### config.mk
export PLATFORM = sky130hd
export DESIGN_NAME = console_line_editor
export DESIGN_NICKNAME = d
export VERILOG_FILES = /design/src/rtl/core/cle_pkg.sv /design/src/rtl/core/console_line_editor.sv
export SDC_FILE = /design/constraint.sdc
export NUM_CORES = 1
export LEC_CHECK = 0
export BUFFER_PORTS_ARGS = -buffer_cell sky130_fd_sc_hd__buf_2
export CORE_UTILIZATION = 60
export CTS_BUF_LIST = sky130_fd_sc_hd__clkbuf_4 sky130_fd_sc_hd__clkbuf_8
export DETAILED_ROUTE_END_ITERATION = 16
export PLACE_DENSITY = 0.77
export RECOVER_POWER = 100
export SLEW_MARGIN = 40
export SYNTH_ARGS = -nofsm -noshare
export SYNTH_HDL_FRONTEND = slang
export SYNTH_SLANG_ARGS = --single-unit
### constraint.sdc
create_clock -name i_clk -period 3.5 [get_ports i_clk]
set_input_delay 0.875 -clock i_clk [delete_from_list [all_inputs] [get_ports i_clk]]
set_output_delay 0.875 -clock i_clk [all_outputs]
set_load 0.02 [all_outputs]
### src/rtl/core/cle_pkg.sv
// Shared types, constants and the microcode table of the console line editor.
`default_nettype none

package cle_pkg;

    // Line store geometry and fixed field widths.
    localparam int LINE_DEPTH = 32;
    localparam int ADDR_W     = (LINE_DEPTH > 1) ? $clog2(LINE_DEPTH) : 1;
    localparam int LEN_W      = 6;
    localparam int BYTE_W     = 8;

    // Reset value of the line length limit register.
    localparam logic [LEN_W-1:0] MAX_LEN_RESET = LEN_W'(32);

    // Received byte codes with a meaning of their own.
    localparam logic [BYTE_W-1:0] CHR_CR    = 8'h0D;
    localparam logic [BYTE_W-1:0] CHR_BS    = 8'h08;
    localparam logic [BYTE_W-1:0] CHR_DEL   = 8'h7F;
    localparam logic [BYTE_W-1:0] CHR_SPACE = 8'h20;
    localparam logic [BYTE_W-1:0] CHR_NUL   = 8'h00;

    // Result channel codes.
    localparam logic CH_ECHO = 1'b0;
    localparam logic CH_LINE = 1'b1;

    // Microprogram addresses.
    typedef enum logic [3:0] {
        S_IDLE,
        S_DECODE,
        S_ECHO,
        S_BS1,
        S_SP,
        S_BS2,
        S_LINE_RD,
        S_LINE_OUT,
        S_TERM
    } t_step;

    // What a step waits for before it executes.
    typedef enum logic [1:0] {
        W_NONE,
        W_INPUT,
        W_OUT
    } t_wait;

    // Which result a step loads into the output register.
    typedef enum logic [2:0] {
        E_NONE,
        E_RX,
        E_BS,
        E_SP,
        E_LINE,
        E_TERM
    } t_emit;

    // Update of the fill position.
    typedef enum logic [1:0] {
        F_KEEP,
        F_STORE,
        F_DEC,
        F_CLEAR
    } t_fill;

    // Sequencing of the step counter.
    typedef enum logic [1:0] {
        J_NEXT,
        J_GOTO,
        J_DISPATCH,
        J_IDX_END
    } t_jump;

    typedef struct packed {
        t_wait wt;
        t_emit em;
        t_fill fl;
        logic  idx_clr;
        logic  idx_inc;
        t_jump jp;
        t_step tgt;
    } t_cw;

    // Control store: one control word per step.
    function automatic t_cw ucode_rom(input t_step s);
        t_cw cw;
        cw = '{wt: W_NONE, em: E_NONE, fl: F_KEEP, idx_clr: 1'b0,
               idx_inc: 1'b0, jp: J_GOTO, tgt: S_IDLE};
        unique case (s)
            S_IDLE: begin
                cw.wt = W_INPUT;
                cw.jp = J_NEXT;
            end
            S_DECODE: begin
                cw.idx_clr = 1'b1;
                cw.jp      = J_DISPATCH;
            end
            S_ECHO: begin
                cw.wt  = W_OUT;
                cw.em  = E_RX;
                cw.fl  = F_STORE;
                cw.tgt = S_IDLE;
            end
            S_BS1: begin
                cw.wt = W_OUT;
                cw.em = E_BS;
                cw.jp = J_NEXT;
            end
            S_SP: begin
                cw.wt = W_OUT;
                cw.em = E_SP;
                cw.jp = J_NEXT;
            end
            S_BS2: begin
                cw.wt  = W_OUT;
                cw.em  = E_BS;
                cw.fl  = F_DEC;
                cw.tgt = S_IDLE;
            end
            S_LINE_RD: begin
                cw.jp  = J_IDX_END;
                cw.tgt = S_TERM;
            end
            S_LINE_OUT: begin
                cw.wt      = W_OUT;
                cw.em      = E_LINE;
                cw.idx_inc = 1'b1;
                cw.tgt     = S_LINE_RD;
            end
            S_TERM: begin
                cw.wt  = W_OUT;
                cw.em  = E_TERM;
                cw.fl  = F_CLEAR;
                cw.tgt = S_IDLE;
            end
            default: begin
                cw.tgt = S_IDLE;
            end
        endcase
        return cw;
    endfunction

endpackage

`default_nettype wire

### src/rtl/core/console_line_editor.sv
// Top level of the console line editor: microcoded sequencer, line store and output register.
//
// Usage: the receive channel (i_rx_valid, o_rx_stall, i_rx_byte) takes one console byte
// per request. The result channel (o_out_valid, i_out_stall and the four payload ports)
// delivers echo bytes on channel 0 and completed line characters on channel 1; the
// last line request carries o_last high, data 0 and the line length.
// The configuration channel (i_cfg_valid, o_cfg_ready, i_cfg_max_line_length) is always
// ready and sets the most characters a line may hold; write it only while idle.
// Sequence: an ordinary byte passes the accept, decode and echo steps. An erase passes accept,
// decode, backspace, space and backspace, or only accept and decode on an empty line. A carriage
// return passes accept and decode, then reads and sends each stored character in turn, each one
// read from the line store through a registered read port before it is sent, and then sends the
// terminator. A result appears on the ports the cycle after the step that produces it.
// One byte is worked on at a time: o_rx_stall is low only while the step counter
// rests at its idle step.
// Reset (synchronous, active low) empties the line, sets the limit to 32 and drops
// any pending result. When the receiver stalls, the output register holds its request
// and the sequencer waits at the step that wants to send next.
`default_nettype none

module console_line_editor
    import cle_pkg::*;
(
    input  wire logic              i_clk,
    input  wire logic              i_rst_n,
    // Receive channel.
    input  wire logic              i_rx_valid,
    output logic                   o_rx_stall,
    input  wire logic [BYTE_W-1:0] i_rx_byte,
    // Result channel.
    output logic                   o_out_valid,
    input  wire logic              i_out_stall,
    output logic                   o_channel,
    output logic [BYTE_W-1:0]      o_data_byte,
    output logic                   o_last,
    output logic [LEN_W-1:0]       o_line_length,
    // Configuration channel.
    input  wire logic              i_cfg_valid,
    output logic                   o_cfg_ready,
    input  wire logic [LEN_W-1:0]  i_cfg_max_line_length
);

    // Sequencer state.
    t_step r_pc;
    t_step n_pc;
    t_cw   cw;

    // Datapath registers.
    logic [BYTE_W-1:0] r_byte;
    logic [LEN_W-1:0]  r_fill;
    logic [LEN_W-1:0]  n_fill;
    logic [LEN_W-1:0]  r_idx;
    logic [LEN_W-1:0]  n_idx;
    logic [LEN_W-1:0]  r_max_len;
    logic [LEN_W-1:0]  limit;

    // Line store with a registered read port.
    logic [BYTE_W-1:0] mem [LINE_DEPTH];
    logic [BYTE_W-1:0] r_rd_data;

    // Output register.
    logic              r_out_valid;
    logic              r_out_channel;
    logic [BYTE_W-1:0] r_out_data;
    logic              r_out_last;
    logic [LEN_W-1:0]  r_out_len;

    logic rx_accept;
    logic out_free;
    logic step_ok;
    logic is_cr;
    logic is_erase;
    logic room;
    logic store_en;
    logic emit_en;

    assign rx_accept = i_rx_valid && !o_rx_stall;
    assign out_free  = !r_out_valid || !i_out_stall;
    assign is_cr     = (r_byte == CHR_CR);
    assign is_erase  = (r_byte == CHR_BS) || (r_byte == CHR_DEL);

    // A limit above the store depth acts as the depth.
    assign limit = (r_max_len > LEN_W'(LINE_DEPTH)) ? LEN_W'(LINE_DEPTH) : r_max_len;
    assign room  = (r_fill < limit);

    // Control word fetch and the step's wait condition.
    always_comb begin
        cw = ucode_rom(r_pc);
        unique case (cw.wt)
            W_NONE:  step_ok = 1'b1;
            W_INPUT: step_ok = i_rx_valid;
            W_OUT:   step_ok = out_free;
            default: step_ok = 1'b0;
        endcase
    end

    // Next step.
    always_comb begin
        n_pc = r_pc;
        if (step_ok) begin
            unique case (cw.jp)
                J_NEXT:    n_pc = t_step'(r_pc + 1'b1);
                J_GOTO:    n_pc = cw.tgt;
                J_IDX_END: n_pc = (r_idx == r_fill) ? cw.tgt : t_step'(r_pc + 1'b1);
                J_DISPATCH: begin
                    if (is_cr) begin
                        n_pc = S_LINE_RD;
                    end else if (is_erase) begin
                        n_pc = (r_fill != '0) ? S_BS1 : S_IDLE;
                    end else begin
                        n_pc = S_ECHO;
                    end
                end
                default:   n_pc = S_IDLE;
            endcase
        end
    end

    // Datapath controls decoded from the control word.
    always_comb begin
        emit_en  = step_ok && (cw.em != E_NONE);
        store_en = step_ok && (cw.fl == F_STORE) && room;
        n_fill   = r_fill;
        n_idx    = r_idx;
        if (step_ok) begin
            unique case (cw.fl)
                F_KEEP:  n_fill = r_fill;
                F_STORE: n_fill = room ? r_fill + 1'b1 : r_fill;
                F_DEC:   n_fill = r_fill - 1'b1;
                F_CLEAR: n_fill = '0;
                default: n_fill = r_fill;
            endcase
            if (cw.idx_clr) begin
                n_idx = '0;
            end else if (cw.idx_inc) begin
                n_idx = r_idx + 1'b1;
            end
        end
    end

    assign o_rx_stall = (r_pc != S_IDLE);

    // Control registers.
    always_ff @(posedge i_clk) begin
        if (!i_rst_n) begin
            r_pc      <= S_IDLE;
            r_fill    <= '0;
            r_idx     <= '0;
            r_max_len <= MAX_LEN_RESET;
        end else begin
            r_pc   <= n_pc;
            r_fill <= n_fill;
            r_idx  <= n_idx;
            if (i_cfg_valid && o_cfg_ready) begin
                r_max_len <= i_cfg_max_line_length;
            end
        end
    end

    assign o_cfg_ready = 1'b1;

    // The received byte is held for decode and echo.
    always_ff @(posedge i_clk) begin
        if (rx_accept) begin
            r_byte <= i_rx_byte;
        end
    end

    // Line store: written at the fill position, read at the readout index.
    always_ff @(posedge i_clk) begin
        if (store_en) begin
            mem[r_fill[ADDR_W-1:0]] <= r_byte;
        end
        r_rd_data <= mem[r_idx[ADDR_W-1:0]];
    end

    // Output register valid.
    always_ff @(posedge i_clk) begin
        if (!i_rst_n) begin
            r_out_valid <= 1'b0;
        end else if (emit_en) begin
            r_out_valid <= 1'b1;
        end else if (!i_out_stall) begin
            r_out_valid <= 1'b0;
        end
    end

    // Output register payload.
    always_ff @(posedge i_clk) begin
        if (emit_en) begin
            r_out_channel <= CH_ECHO;
            r_out_last    <= 1'b0;
            r_out_len     <= '0;
            case (cw.em)
                E_RX: begin
                    r_out_data <= r_byte;
                end
                E_BS: begin
                    r_out_data <= CHR_BS;
                end
                E_SP: begin
                    r_out_data <= CHR_SPACE;
                end
                E_LINE: begin
                    r_out_channel <= CH_LINE;
                    r_out_data    <= r_rd_data;
                end
                E_TERM: begin
                    r_out_channel <= CH_LINE;
                    r_out_data    <= CHR_NUL;
                    r_out_last    <= 1'b1;
                    r_out_len     <= r_fill;
                end
                default: begin
                    r_out_data <= CHR_NUL;
                end
            endcase
        end
    end

    assign o_out_valid   = r_out_valid;
    assign o_channel     = r_out_channel;
    assign o_data_byte   = r_out_data;
    assign o_last        = r_out_last;
    assign o_line_length = r_out_len;

`ifndef NO_ASSERTIONS
    // The fill position never runs past the store.
    a_fill_bound: assert property (@(posedge i_clk) disable iff (!i_rst_n)
        r_fill <= LEN_W'(LINE_DEPTH))
        else $error("fill position beyond line store");

    // An accepted byte always moves the sequencer to decode.
    a_accept_decode: assert property (@(posedge i_clk) disable iff (!i_rst_n)
        rx_accept |=> (r_pc == S_DECODE))
        else $error("accepted byte not decoded");

    // The last erase echo removes exactly one character.
    a_erase_dec: assert property (@(posedge i_clk) disable iff (!i_rst_n)
        (r_pc == S_BS2 && out_free) |=> (r_fill == $past(r_fill) - 1'b1))
        else $error("erase did not remove one character");

    // A terminator request is a line request with a zero data byte.
    a_term_form: assert property (@(posedge i_clk) disable iff (!i_rst_n)
        (o_out_valid && o_last) |-> (o_channel == CH_LINE && o_data_byte == CHR_NUL))
        else $error("malformed line terminator");
`endif

endmodule

`default_nettype wire
# Yosys cells after proc, flatten, opt, wreduce, memory -nomap -nowiden
# Memories as Yosys holds them, arrays and structs flattened. A register that Yosys moved wholly into a read port is not among the register bits.
# Index checks and enable logic that the tools add are counted.
totals:
  latchBits: 0
  input_bits: 19
  elab_cells: 93
  ram_bits: 256
  n_memories: 1
  mem_bits_ro: 0
  ff_bits: 47
  out_inout_bits: 19
mem_list:
  columns: ["memory", "depth", "width", "read_ports", "rd_ports_with_merged_regs", "write_ports", "line", "text"]
  rows:
  - ["mem", 32, 8, 1, 1, 1, "console_line_editor.sv:58", "logic [BYTE_W-1:0] mem [LINE_DEPTH];"]
op_classes:
  eq_ne: 27
  add_sub_neg: 4
  muxes: 25
  n_div: 0
  n_lt_le_gt_ge: 2
  n_shift: 0
  bitwise: 1
  mul: 0
  n_reduce_logical: 23
op_table:
  columns: ["cell", "count"]
  rows:
  - ["one-hot mux 8 bit (4 select lines)", 1]
  - ["2-to-1 mux 6 bit", 4]
  - ["one-hot mux 6 bit (3 select lines)", 1]
  - ["equality test 4 x 3 -> 1 bit (second input constant)", 4]
  - ["equality test 8 x 4 -> 1 bit (second input constant)", 2]
  - ["one-hot mux 4 bit (4 select lines)", 1]
  - ["one-hot mux 3 bit (5 select lines)", 1]
  - ["adder 6 x 1 -> 6 bit (second input constant)", 2]
  - ["one-hot mux 2 bit (3 select lines)", 2]
  - ["equality test 2 bit (second input constant)", 5]
  - ["equality test 4 x 2 -> 1 bit (second input constant)", 2]
  - ["equality test 8 x 7 -> 1 bit (second input constant)", 1]
  - ["2-to-1 mux 1 bit", 8]
  - ["one-hot mux 4 bit (2 select lines)", 1]
  - ["equality test 2 x 1 -> 1 bit (second input constant)", 3]
  - ["equality test 3 x 2 -> 1 bit (second input constant)", 2]
  - ["equality test 3 bit (second input constant)", 2]
  - ["equality test 6 bit", 1]
  - ["> comparator 6 bit (second input constant)", 1]
  - ["zero test 2 bit", 3]
  - ["less-than comparator 6 bit", 1]
  - ["nonzero test 6 bit", 1]
  - ["OR reduction 6 bit", 1]
  - ["subtractor 6 x 1 -> 6 bit (second input constant)", 1]
  - ["other kinds (23)", 31]

# Depth between registers and ports, before layout
depth:
  word_depth: 9
  depth_mapped: 10
  depth_no_buf: 9

# Worst setup path after synthesis
# OpenSTA, ideal clock, no wires.
synth_timing:
  path_kind: "input to register"
  startpoint: "input port i_rx_valid"
  endpoint: "register r_out_channel (netlist: o_channel) (enable)"
  setup_slack_ps: 810
  n_path_buf: 1
  t_arrival_ps: 2294
  setup_ps: 396
  cell_stages: 5
  required_time_ps: 3104
  cell_sequence: "nor2b_1 o21ai_0 a22oi_1 clkbuf_1 a21oi_1"
synth_via:
  elab_chain_len: 2
synth_lines:
  columns: ["item", "line", "text"]
  rows:
  - ["start: declaration", "console_line_editor.sv:27", "input wire logic i_rx_valid,"]
  - ["one-hot mux 1 bit (3 select lines)", "console_line_editor.sv:89", "unique case (cw.wt)"]
  - ["logical AND 1 bit", "console_line_editor.sv:121", "emit_en = step_ok && (cw.em != E_NONE);"]
  - ["named net emit_en", "console_line_editor.sv:75", "logic emit_en;"]
  - ["end signal: assignment", "console_line_editor.sv:191", "r_out_channel <= CH_ECHO;"]
  - ["end signal: assignment", "console_line_editor.sv:205", "r_out_channel <= CH_LINE;"]
  - ["end signal: assignment", "console_line_editor.sv:209", "r_out_channel <= CH_LINE;"]
  - ["end: declaration", "console_line_editor.sv:63", "logic r_out_channel;"]
# The timed path passes the listed nets, and every way through them passes these cells.
# A chain may end at the register's enable or synchronous reset.

# Final worst setup path
layout_timing:
  startpoint: "register r_fill[1]"
  endpoint: "memory mem[1][6] (enable)"
layout_via:
  elab_chain_len: 4
layout_lines:
  columns: ["item", "line", "text"]
  rows:
  - ["start: declaration", "console_line_editor.sv:50", "logic [LEN_W-1:0] r_fill;"]
  - ["start signal: assignment", "console_line_editor.sv:152", "r_fill <= n_fill;"]
  - ["less-than comparator 6 bit", "console_line_editor.sv:84", "assign room = (r_fill < limit);"]
  - ["logical AND 1 bit", "console_line_editor.sv:122", "store_en = step_ok && (cw.fl == F_STORE) && room;"]
  - ["2-to-1 mux 1 bit", "console_line_editor.sv:171", "if (store_en) begin"]
  - ["2-to-1 mux 1 bit (not written as such)", "console_line_editor.sv:172", "mem[r_fill[ADDR_W-1:0]] <= r_byte;"]
  - ["end: declaration", "console_line_editor.sv:58", null]
# Several ways; a longest one is shown, not always the timed one.

==> run summary <==
The total length of routed wires came out at 27.50 mm. Pin placement for this block handled 38 I/O pins. The number of vias in the routed layout came out at 6997.

The full die area came out at 21670 sq um. The CTS clock-pin slew for the worst setup and hold paths came out at 70 ps. The placed instance area is 13390 sq um.

The tightest slew margin relative to the limit is -30.38%. The maximum number of buffers from clock root to sink came out at 3. Of all cell types, the one taking the most synthesized area is edfxtp_1.

The final critical-path required period is approximately 3200 ps. The final count of negative-setup-slack endpoints came out at 0. The antenna diode count is 0. The weighted congestion at the end of routability-driven global placement is 0.9458.

The flip-flop cell with the highest count after synthesis is edfxtp_1. The number of resized instances in the post-cts repair step is 0. The clock reaches the later pin of the worst-skew pair after 570 ps. The initial cell density of the core came out at 61.94%. For this design, the CTS-stage hold fixing added 0 buffers.

The total global routing track utilization is 26.65%. The maximum level of the CTS H-tree is 2. The number of max-slew violations in the final report is 246. Buffers placed on the I/O ports in this run total 36.

Using the TritonRoute via totals, the vias-per-cell ratio works out to 6.338. The combined area of all synthesized cells came out at around 13000 sq um. The width of the die came out at 147.2 um. The share of the cycle needed by the critical path after routing came out at approximately 90%. In the synthesized netlist the async set-or-reset flop fraction comes to 0%. When the netlist entered floorplanning its net count stood at 732. The count of nets left with antenna violations once routing finished came out at 0. Sorting the synthesized cells by area gives the leading types as edfxtp_1, mux4_2, dfxtp_1, nor2_1, ha_1. The maximum resistive drop on vdd is 539.1 uV. The critical path data required time came out at 3750 ps. In this run, synthesis produced a sequential element count of 311.

The number of global-route vias before repair came out at 7099. The number of placement rows came out at between 50 and 60. The measured slew at the worst slew-check pin is about 2000 ps. The HPWL reported at the end of detailed placement came out at around 17 mm. The cell chosen for the clock root is clkbuf_8. The setup TNS after final layout is 0 ps.

The first-pass GRT wire length came out at 41.77 mm. After detailed routing, the number of remaining DRC violations is 0. In this run the mean area of a mapped cell was about 18 sq um. The checks that failed: max-capacitance violations, max-slew violations. The power per cell area is 624.6 nW/um^2. The type of the setup path with the least slack is flop to flop. In this run the post-CTS setup repair buffer count came out at 0. The flow ran to the end, but the final reports show violations. The worst setup path is launched from a flop. Setup repair after global routing left no endpoint under its margin. The core area came out at 20430 sq um. Counting flops with a built-in enable in the synthesized netlist gives between 200 and 300.

In the final layout, the share of cells above drive strength 1 is 26.38%. The finished layout cell area came out at roughly 14000 sq um. The floorplan die height came out at 147.2 um. The maximum number of pins on one net before global-route repair came out at between 40 and 50. The number of violations of the max-capacitance limit is 7. After layout, the design draws a total of 0.008903 W. The number of hold violations in the final report is 0.

TritonCTS built the clock tree. The instance count of the mapped netlist came out at 701. Summed over all cells, the static leakage comes to 4.569 nW.

The number of antenna violations at the first check in global routing is 1. The Yosys step of the flow raised 0 warnings. The layout overhead on the synthesized area came out at 12.65%. The post-route clock skew is 29.99 ps. The critical path arrival is 3440 ps. The tightest min-delay check is of the input port to flop type. The number of optimization iterations in the first detailed-route pass came out at 5. The worst setup path is captured at a flop.

The detailed router's first-iteration violation count is 713. The clock buffer count from CTS is 47. The net count reported at finish came out at between 800 and 900. The register area share after synthesis came out at 71.35%. The number of distinct library cell variants in the gate-level netlist after synthesis came out at 54. Of all nets on the critical path, the largest fanout is 14. The number of sinks handled by clock tree synthesis came out at 311.

Derived from the worst setup path, the maximum achievable clock frequency is about 310 MHz. The average wire per standard cell came out at 24.91 um. Of the post-synthesis cell area, the dominant cell type holds 66.45%. The total overflow left after global routing is 0.
cell usage in the layout (no fill, tap or decap), types with 4 or more instances in the layout:
cell,n
xnor2_1,6
buf_4,18
nand3b_1,6
nand2_1,27
a31oi_1,5
clkbuf_2,12
clkbuf_8,49
and2_1,4
and2_0,4
clkbuf_1,37
or3_1,7
buf_2,17
mux2i_1,7
clkinv_2,7
nand3_1,9
dfxtp_1,29
clkbuf_4,18
ha_1,12
bufinv_16,4
o21ai_0,15
inv_1,8
xor2_1,4
mux4_2,80
o22ai_1,4
edfxtp_1,280
mux2_2,9
a21oi_1,20
nor4_1,4
nor3_1,8
clkinv_1,10
nor2b_1,4
nor2_1,60
a22oi_1,9
o211ai_1,4
path summary, 6_finish.rpt:
path,start,endpoint,slack [ps],cells past startpoint
setup / recovery,r_fill[1],mem[1][6],310,8
hold / removal,i_rx_byte[0],r_byte[0],490,1
setup reg to reg,r_fill[1],mem[1][6],310,8
hold reg to reg,r_rd_data[5],o_data_byte[5],510,2
cell families (layout without fill, tap and decap cells):
| logic type | Yosys count | count (layout) | share of synthesized area (%) |
|---|---|---|---|
| XOR/XNOR | 10 | 10 | 0.6921 |
| AO/OA/AOI/OAI | 75 | 75 | 3.847 |
| buffers and inverters | 49 | 182 | 1.730 |
| other | 1 | 1 | 0.02964 |
| flip-flops | 311 | 311 | 71.35 |
| adder cells (fa/ha/maj) | 12 | 12 | 1.187 |
| multiplexers | 96 | 96 | 15.59 |
| AND/OR/NAND/NOR | 147 | 147 | 5.567 |
flip-flops by register name, indices dropped and copies added (netlist names):
register and count:
mem 256, o_data_byte 8, r_byte 8, r_rd_data 8, o_line_length 6, r_fill 6
r_idx 6, r_max_len 6, r_pc 4, o_channel 1, o_last 1, o_out_valid 1
stage by stage:
step                      hold slack (ps)  util [%]  std cells  worst slack (ps)
after floorplan                     451.8         -        701             810.5
after global placement              481.3     65.55       1017             561.4
after detailed placement            498.0     65.55       1017             441.0
after CTS                           468.3     70.44       1104             420.4
after global routing                464.7     69.77       1104             126.7
final                               490.8     69.77       1104             307.7
cell type report:
| type | instances | area [sq um] |
|---|---|---|
| Sequential cell | 311 | 9031 |
| Fill cell | 1286 | 6176 |
| Multi-Input combinational cell | 341 | 3406 |
| Clock buffer | 66 | 802.0 |
| Timing Repair Buffer | 86 | 446.7 |
| Tap cell | 270 | 337.8 |
| Clock inverter | 21 | 196.4 |
| Inverter | 9 | 33.78 |
worst max-delay path, cell delays in order (launching register included):
cell	delay, ps
dfxtp_1	460
ha_1	300
nor4b_1	370
o21ai_0	130
a31oi_1	200
and3_1	290
nand3b_1	530
nor2_1	340
clkbuf_2	250
where the power goes:
part           leakage [nW]  total [W]  switching [W]  internal, W
sequential             2.78    0.00451       0.000105      0.00441
clock                 0.529    0.00311        0.00133      0.00178
combinational          1.26    0.00128       0.000921     0.000356
routing by layer:
| layer | track usage (%) | wire (um) | part of all wire, % | vias to the layer above |
|---|---|---|---|---|
| li1 | - | - | - | 3020 |
| met1 | 37.13 | 10600 | 39 | 3508 |
| met2 | 41.18 | 13140 | 48 | 395 |
| met3 | 6.894 | 2921 | 11 | 72 |
| met4 | 9.897 | 821 | 3.0 | 2 |
| met5 | 0 | 13 | 0.047 | - |
cells in the mapped netlist (2+ instances only):
| library cell | count |
|---|---|
| mux2i_1 | 7 |
| nor2b_1 | 4 |
| buf_6 | 2 |
| mux2_2 | 9 |
| nand2b_1 | 3 |
| a22o_1 | 3 |
| nor2_1 | 60 |
| o21ai_0 | 14 |
| o22a_1 | 2 |
| and4_1 | 2 |
| nand3_1 | 9 |
| o211ai_1 | 4 |
| a31oi_1 | 5 |
| buf_2 | 13 |
| mux4_2 | 80 |
| dfxtp_1 | 31 |
| nand2_1 | 27 |
| xor2_1 | 4 |
| o2111ai_1 | 2 |
| ha_1 | 12 |
| a21oi_1 | 20 |
| edfxtp_1 | 280 |
| or3b_2 | 2 |
| clkbuf_1 | 17 |
| or3_1 | 7 |
| nor3_1 | 8 |
| nor4_1 | 4 |
| inv_1 | 8 |
| and2_1 | 8 |
| and3_1 | 2 |
| o32ai_1 | 2 |
| o22ai_1 | 4 |
| a22oi_1 | 9 |
| nand3b_1 | 6 |
| xnor2_1 | 6 |
| buf_1 | 7 |
Note: power is estimated with default switching activity, not from simulation.
